[config.mk]
export PLATFORM = sky130hd
export DESIGN_NAME = fifo_queue_with_threshold_count
export DESIGN_NICKNAME = d
export VERILOG_FILES = /design/src/design/fqtc_pkg.sv /design/src/design/fqtc_ram.sv /design/src/design/fifo_queue_with_threshold_count.sv
export SDC_FILE = /design/constraint.sdc
export NUM_CORES = 1
export LEC_CHECK = 0
export BUFFER_PORTS_ARGS = -buffer_cell sky130_fd_sc_hd__buf_2
export CAP_MARGIN = 10
export CORE_MARGIN = 4
export CORE_UTILIZATION = 30
export DETAILED_ROUTE_END_ITERATION = 10
export GPL_TIMING_DRIVEN = 0
export PLACE_DENSITY = 0.48
export SKIP_CTS_REPAIR_TIMING = 1
export SLEW_MARGIN = 20
export SYNTH_ARGS = -nofsm -noshare
export SYNTH_HDL_FRONTEND = slang
export SYNTH_SLANG_ARGS = --single-unit
[constraint.sdc]
create_clock -name clk -period 9.3 [get_ports clk]
set_input_delay 0.93 -clock clk [delete_from_list [all_inputs] [get_ports clk]]
set_output_delay 0.93 -clock clk [all_outputs]
set_load 0.05 [all_outputs]
[src/design/fqtc_pkg.sv]
// Shared operation codes, status codes and result record for the threshold-count queue.
`default_nettype none

package fqtc_pkg;

  localparam logic [1:0] FUNC_ENQ = 2'd0;
  localparam logic [1:0] FUNC_DEQ = 2'd1;
  localparam logic [1:0] FUNC_CNT = 2'd2;

  localparam logic [1:0] STAT_DONE  = 2'd0;
  localparam logic [1:0] STAT_EMPTY = 2'd1;
  localparam logic [1:0] STAT_FULL  = 2'd2;

  localparam int VALUE_W = 32;
  localparam int FIELD_W = 5;

  typedef struct packed {
    logic [1:0]         status;
    logic [VALUE_W-1:0] popped_value;
    logic [FIELD_W-1:0] above_count;
    logic [FIELD_W-1:0] occupancy;
  } fqtc_res_t;

endpackage

`default_nettype wire

[src/design/fqtc_ram.sv]
// Ring storage: one write port, one read port with registered read data.
`default_nettype none

module fqtc_ram
  import fqtc_pkg::*;
#(
  parameter int DEPTH  = 16,
  parameter int ADDR_W = 4
) (
  input  wire logic               clk,
  input  wire logic               we,
  input  wire logic [ADDR_W-1:0]  waddr,
  input  wire logic [VALUE_W-1:0] wdata,
  input  wire logic               re,
  input  wire logic [ADDR_W-1:0]  raddr,
  output      logic [VALUE_W-1:0] rdata
);

  logic [VALUE_W-1:0] mem [DEPTH];

  always_ff @(posedge clk) begin
    if (we) begin
      mem[waddr] <= wdata;
    end
  end

  always_ff @(posedge clk) begin
    if (re) begin
      rdata <= mem[raddr];
    end
  end

endmodule

`default_nettype wire

[src/design/fifo_queue_with_threshold_count.sv]
// Enqueue, unused codes, a refused enqueue or dequeue and a count on an empty queue go from
// the accept straight to S_HOLD; a dequeue passes S_POP and a count query walks S_SCAN first.
// One item at a time: a new item is taken only once the previous result has left S_HOLD and
// gone valid, and S_HOLD waits while the output is stalled; the count walk reads one stored entry
// per cycle through the single read port of the ring memory.
// Reset (rst, synchronous, active high) clears head, tail, fill level and output valid.
`default_nettype none

module fifo_queue_with_threshold_count
  import fqtc_pkg::*;
#(
  parameter int DEPTH = 16
) (
  input  wire logic        clk,
  input  wire logic        rst,
  input  wire logic        s_axis_tvalid,
  output      logic        s_axis_tready,
  input  wire logic [63:0] s_axis_tdata,  // push_value[31:0], threshold[63:32]
  input  wire logic [1:0]  s_axis_tuser,  // func[1:0]
  output      logic        m_axis_tvalid,
  input  wire logic        m_axis_tready,
  output      logic [47:0] m_axis_tdata,  // popped_value[31:0], above_count[36:32],
                                          // occupancy[41:37], zero[47:42]
  output      logic [1:0]  m_axis_tuser   // status[1:0]
);

  localparam int ADDR_W = (DEPTH > 1) ? $clog2(DEPTH) : 1;
  localparam int CNT_W  = $clog2(DEPTH + 1);
  localparam logic [CNT_W-1:0]  FULL_LVL = CNT_W'(DEPTH);
  localparam logic [ADDR_W-1:0] LAST_POS = ADDR_W'(DEPTH - 1);

  typedef enum logic [1:0] {S_IDLE, S_POP, S_SCAN, S_HOLD} state_t;

  state_t              state;
  logic [ADDR_W-1:0]   head;
  logic [ADDR_W-1:0]   tail;
  logic [CNT_W-1:0]    fill;
  logic [CNT_W-1:0]    remain;
  logic [CNT_W-1:0]    cnt;
  logic [ADDR_W-1:0]   pos;
  logic signed [31:0]  thr;
  fqtc_res_t           pend;

  logic                accept;
  logic                out_free;
  logic                is_full;
  logic                is_empty;
  logic                ram_we;
  logic                ram_re;
  logic [ADDR_W-1:0]   ram_raddr;
  logic [VALUE_W-1:0]  ram_rdata;
  logic [CNT_W-1:0]    cnt_next;

  function automatic logic [ADDR_W-1:0] ring_next(input logic [ADDR_W-1:0] p);
    return (p == LAST_POS) ? '0 : p + 1'b1;
  endfunction

  function automatic logic [FIELD_W-1:0] to_field(input logic [CNT_W-1:0] v);
    logic [CNT_W+FIELD_W-1:0] ext;
    ext = {{FIELD_W{1'b0}}, v};
    return ext[FIELD_W-1:0];
  endfunction

  assign s_axis_tready = (state == S_IDLE);
  assign accept   = s_axis_tvalid && s_axis_tready;
  assign out_free = !m_axis_tvalid || m_axis_tready;
  assign is_full  = (fill == FULL_LVL);
  assign is_empty = (fill == '0);

  always_comb begin
    ram_we    = accept && (s_axis_tuser == FUNC_ENQ) && !is_full;
    ram_re    = 1'b0;
    ram_raddr = head;
    if (accept && !is_empty &&
        ((s_axis_tuser == FUNC_DEQ) || (s_axis_tuser == FUNC_CNT))) begin
      ram_re = 1'b1;
    end else if ((state == S_SCAN) && (remain > CNT_W'(1))) begin
      ram_re    = 1'b1;
      ram_raddr = pos;
    end
  end

  assign cnt_next = cnt + CNT_W'($signed(ram_rdata) > thr);

  fqtc_ram #(
    .DEPTH  (DEPTH),
    .ADDR_W (ADDR_W)
  ) u_ram (
    .clk   (clk),
    .we    (ram_we),
    .waddr (tail),
    .wdata (s_axis_tdata[31:0]),
    .re    (ram_re),
    .raddr (ram_raddr),
    .rdata (ram_rdata)
  );

  always_ff @(posedge clk) begin
    if (rst) begin
      state         <= S_IDLE;
      head          <= '0;
      tail          <= '0;
      fill          <= '0;
      m_axis_tvalid <= 1'b0;
    end else begin
      if (m_axis_tvalid && m_axis_tready) begin
        m_axis_tvalid <= 1'b0;
      end
      case (state)
        S_IDLE: begin
          if (accept) begin
            pend.status       <= STAT_DONE;
            pend.popped_value <= '0;
            pend.above_count  <= '0;
            pend.occupancy    <= to_field(fill);
            state             <= S_HOLD;
            case (s_axis_tuser)
              FUNC_ENQ: begin
                if (is_full) begin
                  pend.status <= STAT_FULL;
                end else begin
                  tail           <= ring_next(tail);
                  fill           <= fill + 1'b1;
                  pend.occupancy <= to_field(fill + 1'b1);
                end
              end
              FUNC_DEQ: begin
                if (is_empty) begin
                  pend.status <= STAT_EMPTY;
                end else begin
                  head           <= ring_next(head);
                  fill           <= fill - 1'b1;
                  pend.occupancy <= to_field(fill - 1'b1);
                  state          <= S_POP;
                end
              end
              FUNC_CNT: begin
                thr <= $signed(s_axis_tdata[63:32]);
                if (!is_empty) begin
                  remain <= fill;
                  pos    <= ring_next(head);
                  cnt    <= '0;
                  state  <= S_SCAN;
                end
              end
              default: begin
                // unused code: report done, leave the queue alone
              end
            endcase
          end
        end
        S_POP: begin
          pend.popped_value <= ram_rdata;
          state             <= S_HOLD;
        end
        S_SCAN: begin
          // one entry arrives per cycle; stop on the last one held
          if (remain == CNT_W'(1)) begin
            pend.above_count <= to_field(cnt_next);
            state            <= S_HOLD;
          end else begin
            cnt    <= cnt_next;
            remain <= remain - 1'b1;
            pos    <= ring_next(pos);
          end
        end
        S_HOLD: begin
          if (out_free) begin
            m_axis_tdata  <= {6'b0, pend.occupancy, pend.above_count, pend.popped_value};
            m_axis_tuser  <= pend.status;
            m_axis_tvalid <= 1'b1;
            state         <= S_IDLE;
          end
        end
        default: begin
          state <= S_IDLE;
        end
      endcase
    end
  end

endmodule

`default_nettype wire

==> run summary <==
The switching part of the total came out at 0.276. The share of synthesized flip-flops with an asynchronous set or reset came out at 0. The final-layout worst hold slack came out at ~420 ps. STA classifies the critical path endpoint as a flip-flop. Compared with the post-synthesis result, the final layout area differs by 19.7%. The compound-gate portion of the synthesized area is 0.0473. The number of enable-type register cells in the synthesized netlist is approximately 680. The total number of vias came out at roughly 15000.

The worst hold path terminates at m_axis_tdata[2]. The leading cell type in the layout, fill and taps excluded is sky130_fd_sc_hd__edfxtp_1. After routing, the total negative slack on setup checks comes to 0 ps. The share of total power dissipated in sequential elements is 0.457. The count of nets left with antenna violations once routing finished came out at 0. The most used flip-flop cell after synthesis is sky130_fd_sc_hd__edfxtp_1. The number of max-cap violations came out at 0. The number of levels in the clock H-tree came out at 3.

Setup violations remaining at the end of the flow were counted as 0. The sum of net half-perimeters after detailed placement is a little under 50 mm. Synthesis handed over a netlist of 1572 instances. STA classifies the critical path startpoint as a flip-flop. The via count of the first global-routing pass is 14900. The worst vdd rail ir drop is 143 uV. The period utilization came out at 0.518.

The post-synthesis xor/xnor area fraction came out at 0.00387. Pin placement for this block handled roughly 120 I/O pins. The largest net degree at the start of global routing is 33. The number of buffers inserted by port buffering came out at 115. CTS saw around 690 sinks. The number of cells on the worst hold path came out at 0. The clock tree skew after final layout came out at about 25 ps.

The die covers 95500 um2. For this design the static power due to leakage is 0.0124 uW. The worst hold path class is reg2reg. The mapped netlist covers about 27000 um2. The multi-input logic area is ~6000 um2. The synthesized netlist contains 50 unique library cells. The maximum fanout along the worst path is 10. The global-route wire length before repair came out at between 100 and 150 mm.

In this run the core area contains 110 standard-cell rows. The clock transition at the registers of the reported paths came out at around 60 ps. The clock passes through at most 3 buffers. The highest attainable clock frequency is approximately 210 MHz.

The fraction of power consumed by the clock network came out at 0.353. The die boundary width is around 300 um. The detailed-route wire length per cell is between 20 and 25 um. The startpoint identified for the worst hold timing path is pend[12].

The area of the placeable core is roughly 90000 um2. Of the total power, combinational logic draws 0.191. TritonCTS built the clock tree.

The library cells used most frequently in the layout, excluding fill and tap cells, are 678 x sky130_fd_sc_hd__edfxtp_1, 261 x sky130_fd_sc_hd__mux2i_1, 130 x sky130_fd_sc_hd__buf_2, 130 x sky130_fd_sc_hd__o22ai_1, 76 x sky130_fd_sc_hd__clkbuf_16. The fill cell total of the finished layout is roughly 8400. Yosys printed 0 warnings.

The run finished with clean final reports. The internal cell power is around 5900 uW. The slew at the pin closest to its max-slew limit is roughly 1100 ps. The required time of the worst setup path is 9610 ps. The remaining max-slew budget at the tightest pin is 0.255. Across every metal layer, demand over resource in global routing totals 0.149. The minimum clock period is between 4000 and 5000 ps.

The overflow left after global routing is 0. After the last flow step, the layout net total stands at slightly below 2000. For this block, the initial DRC count from the detailed router was between 1000 and 1500.

The worst reg-to-reg path cell count is 14. Of the total synthesized cell area, the portion taken by full adders, half adders and majority gates is 0.0235. The tree is rooted in a sky130_fd_sc_hd__clkbuf_16. In the routed design, unresolved DRC markers number 0. The portion of the post-synthesis area used by sequential elements is 0.761.

The initial antenna violation count came out at 14. Of the cells placed in the final design, the portion with a size suffix greater than 1 is 0.180. In this run the power density over the cells is approximately 250 nW/um2. The routability-driven placement congestion ratio is ~0.78. The capture point of the worst reg-to-reg path is u_ram.rdata[22]. Counting the buffers created by CTS gives between 70 and 80. Setup repair after global routing left no endpoint under its margin.

The number of hold violations in the final report came out at 0. The starting density of the core came out at 0.302. By area, the combinational part of the netlist is dominated by multiplexers. The area of all sequential standard cells came out at between 20000 and 25000 um2. The total count of max-transition violations in the final report came out at 0. The switching power came out at ~2300 uW. At the end of the flow the core is filled with cells to 0.362. The simple-gate portion of the synthesized area came out at 0.0442.

The worst-skew pair later-pin latency is approximately 630 ps. In the routed layout, each cell is associated on average with a via count of roughly 4.8. The first detailed-routing pass ran for 5 iterations.

The startpoint identified for the worst register-to-register timing path is fill[0]. The aggregate routed wire length came out at between 70 and 80 mm. The vertical die dimension is 309 um. The portion of synthesized area spent on multiplexers is 0.0969.

The data arrival time of the critical path is slightly above 5000 ps. Synthesis inferred slightly below 700 register bits. The critical setup path kind is reg2reg. The setup slack of the worst register-to-register path came out at roughly 4500 ps. The post-synthesis average cell area came out at around 17 um2.
[flip-flops by register name (all words and copies together) (netlist names), 5 cells and up]
signal / count
u_ram.mem: 512
pend: 44
m_axis_tdata: 42
thr: 32
u_ram.rdata: 32
cnt: 5
fill: 5
remain: 5
[worst max-delay path by stage]
stage	startpoint	endpoint	slack [ps]
global route	fill[0]	u_ram.rdata[15]	4300
finish	fill[0]	u_ram.rdata[22]	4490
floorplan	s_axis_tuser[0]	u_ram.mem[3][0]	4330
global placement	s_axis_tuser[0]	u_ram.mem[3][18]	390
CTS	fill[0]	u_ram.rdata[22]	4470
detailed placement	s_axis_tuser[1]	u_ram.rdata[22]	4420
[kinds of logic after synthesis]
kind of cell | Yosys count
AO/OA/AOI/OAI | 205
multiplexers | 263
AND/OR/NAND/NOR | 215
other | 1
flip-flops | 694
adder cells (fa/ha/maj) | 51
buffers and inverters | 131
XOR/XNOR | 12
[synth_stat cells, types with 3 or more instances]
library cell               count  area share
sky130_fd_sc_hd__o21a_1        3     0.00083
sky130_fd_sc_hd__nor3b_1       4      0.0011
sky130_fd_sc_hd__a21oi_1      23      0.0042
sky130_fd_sc_hd__ha_1         51       0.023
sky130_fd_sc_hd__and2_1       46       0.011
sky130_fd_sc_hd__o22ai_1     130       0.030
sky130_fd_sc_hd__or4_1        33      0.0091
sky130_fd_sc_hd__buf_2        15      0.0028
sky130_fd_sc_hd__dfxtp_1      16       0.012
sky130_fd_sc_hd__mux2i_1     261       0.096
sky130_fd_sc_hd__inv_1        48      0.0066
sky130_fd_sc_hd__a21o_1        4      0.0011
sky130_fd_sc_hd__nor2_1       49      0.0068
sky130_fd_sc_hd__nor2b_1       8      0.0018
sky130_fd_sc_hd__o21ai_0      16      0.0029
sky130_fd_sc_hd__edfxtp_1    678        0.75
sky130_fd_sc_hd__nand3_1       7      0.0013
sky130_fd_sc_hd__xor2_1        5      0.0016
sky130_fd_sc_hd__nand4_1       6      0.0014
sky130_fd_sc_hd__a31oi_1       9      0.0021
sky130_fd_sc_hd__a221o_1       3      0.0011
sky130_fd_sc_hd__nand2b_1      4     0.00092
sky130_fd_sc_hd__buf_6        11      0.0046
sky130_fd_sc_hd__buf_4        13      0.0036
sky130_fd_sc_hd__xnor2_1       7      0.0023
sky130_fd_sc_hd__clkbuf_1     42      0.0058
sky130_fd_sc_hd__and3_1        3     0.00069
sky130_fd_sc_hd__nor3_1       18      0.0033
sky130_fd_sc_hd__nand2_1      27      0.0037
[area by class of cell]
| type | instances | area share |
|---|---|---|
| Clock inverter | 39 | 0.0118 |
| Timing Repair Buffer | 167 | 0.0419 |
| Inverter | 48 | 0.00553 |
| Tap cell | 1176 | 0.0452 |
| Sequential cell | 694 | 0.635 |
| Buffer | 83 | 0.0143 |
| Multi-Input combinational cell | 752 | 0.185 |
| Clock buffer | 97 | 0.0608 |
| Antenna cell | 2 | 0.000154 |
[routing by layer]
metal / global-route usage / vias to the layer above / routed length [um]
met5: 0 / - / 63
met4: 0.0453 / 8 / 1660
met3: 0.0329 / 107 / 4880
met2: 0.253 / 453 / 34600
met1: 0.193 / 7349 / 30900
li1: - / 6690 / -
[critical path: stages, from the launching register on]
cell	delay [ps]
sky130_fd_sc_hd__dfxtp_1	310
sky130_fd_sc_hd__clkbuf_1	190
sky130_fd_sc_hd__inv_1	120
sky130_fd_sc_hd__ha_1	250
sky130_fd_sc_hd__or4b_1	440
sky130_fd_sc_hd__buf_2	170
sky130_fd_sc_hd__nand4_2	140
sky130_fd_sc_hd__nor2b_1	150
sky130_fd_sc_hd__buf_4	150
sky130_fd_sc_hd__mux2i_1	640
sky130_fd_sc_hd__buf_2	500
sky130_fd_sc_hd__buf_2	470
sky130_fd_sc_hd__mux2i_1	270
sky130_fd_sc_hd__o22ai_1	100
sky130_fd_sc_hd__or4_1	620
[power by group through the flow]
stage                     Combinational (uW)  Sequential [uW]  Clock, uW
final                                   1550             3720       2880
after global routing                    1680             3740       3090
after CTS                               1570             3730       2960
after detailed placement                1570             3790          0
after global placement                  1520             3800          0
after floorplan                          970             3800          0
[stage by stage]
stage | instances | total power, uW | instance area [um2] | setup slack [ps]
3_3_place_gp | 2868 | 5320 | 29300 | 387
2_1_floorplan | 1577 | 4770 | 27200 | 4330
4_1_cts | 3056 | 8260 | 32600 | 4470
5_1_grt | 3056 | 8500 | 32600 | 4300
3_5_place_dp | 2920 | 5360 | 30200 | 4420
6_report | 3058 | 8150 | 32600 | 4490
Power figures use the tool's default switching activity.
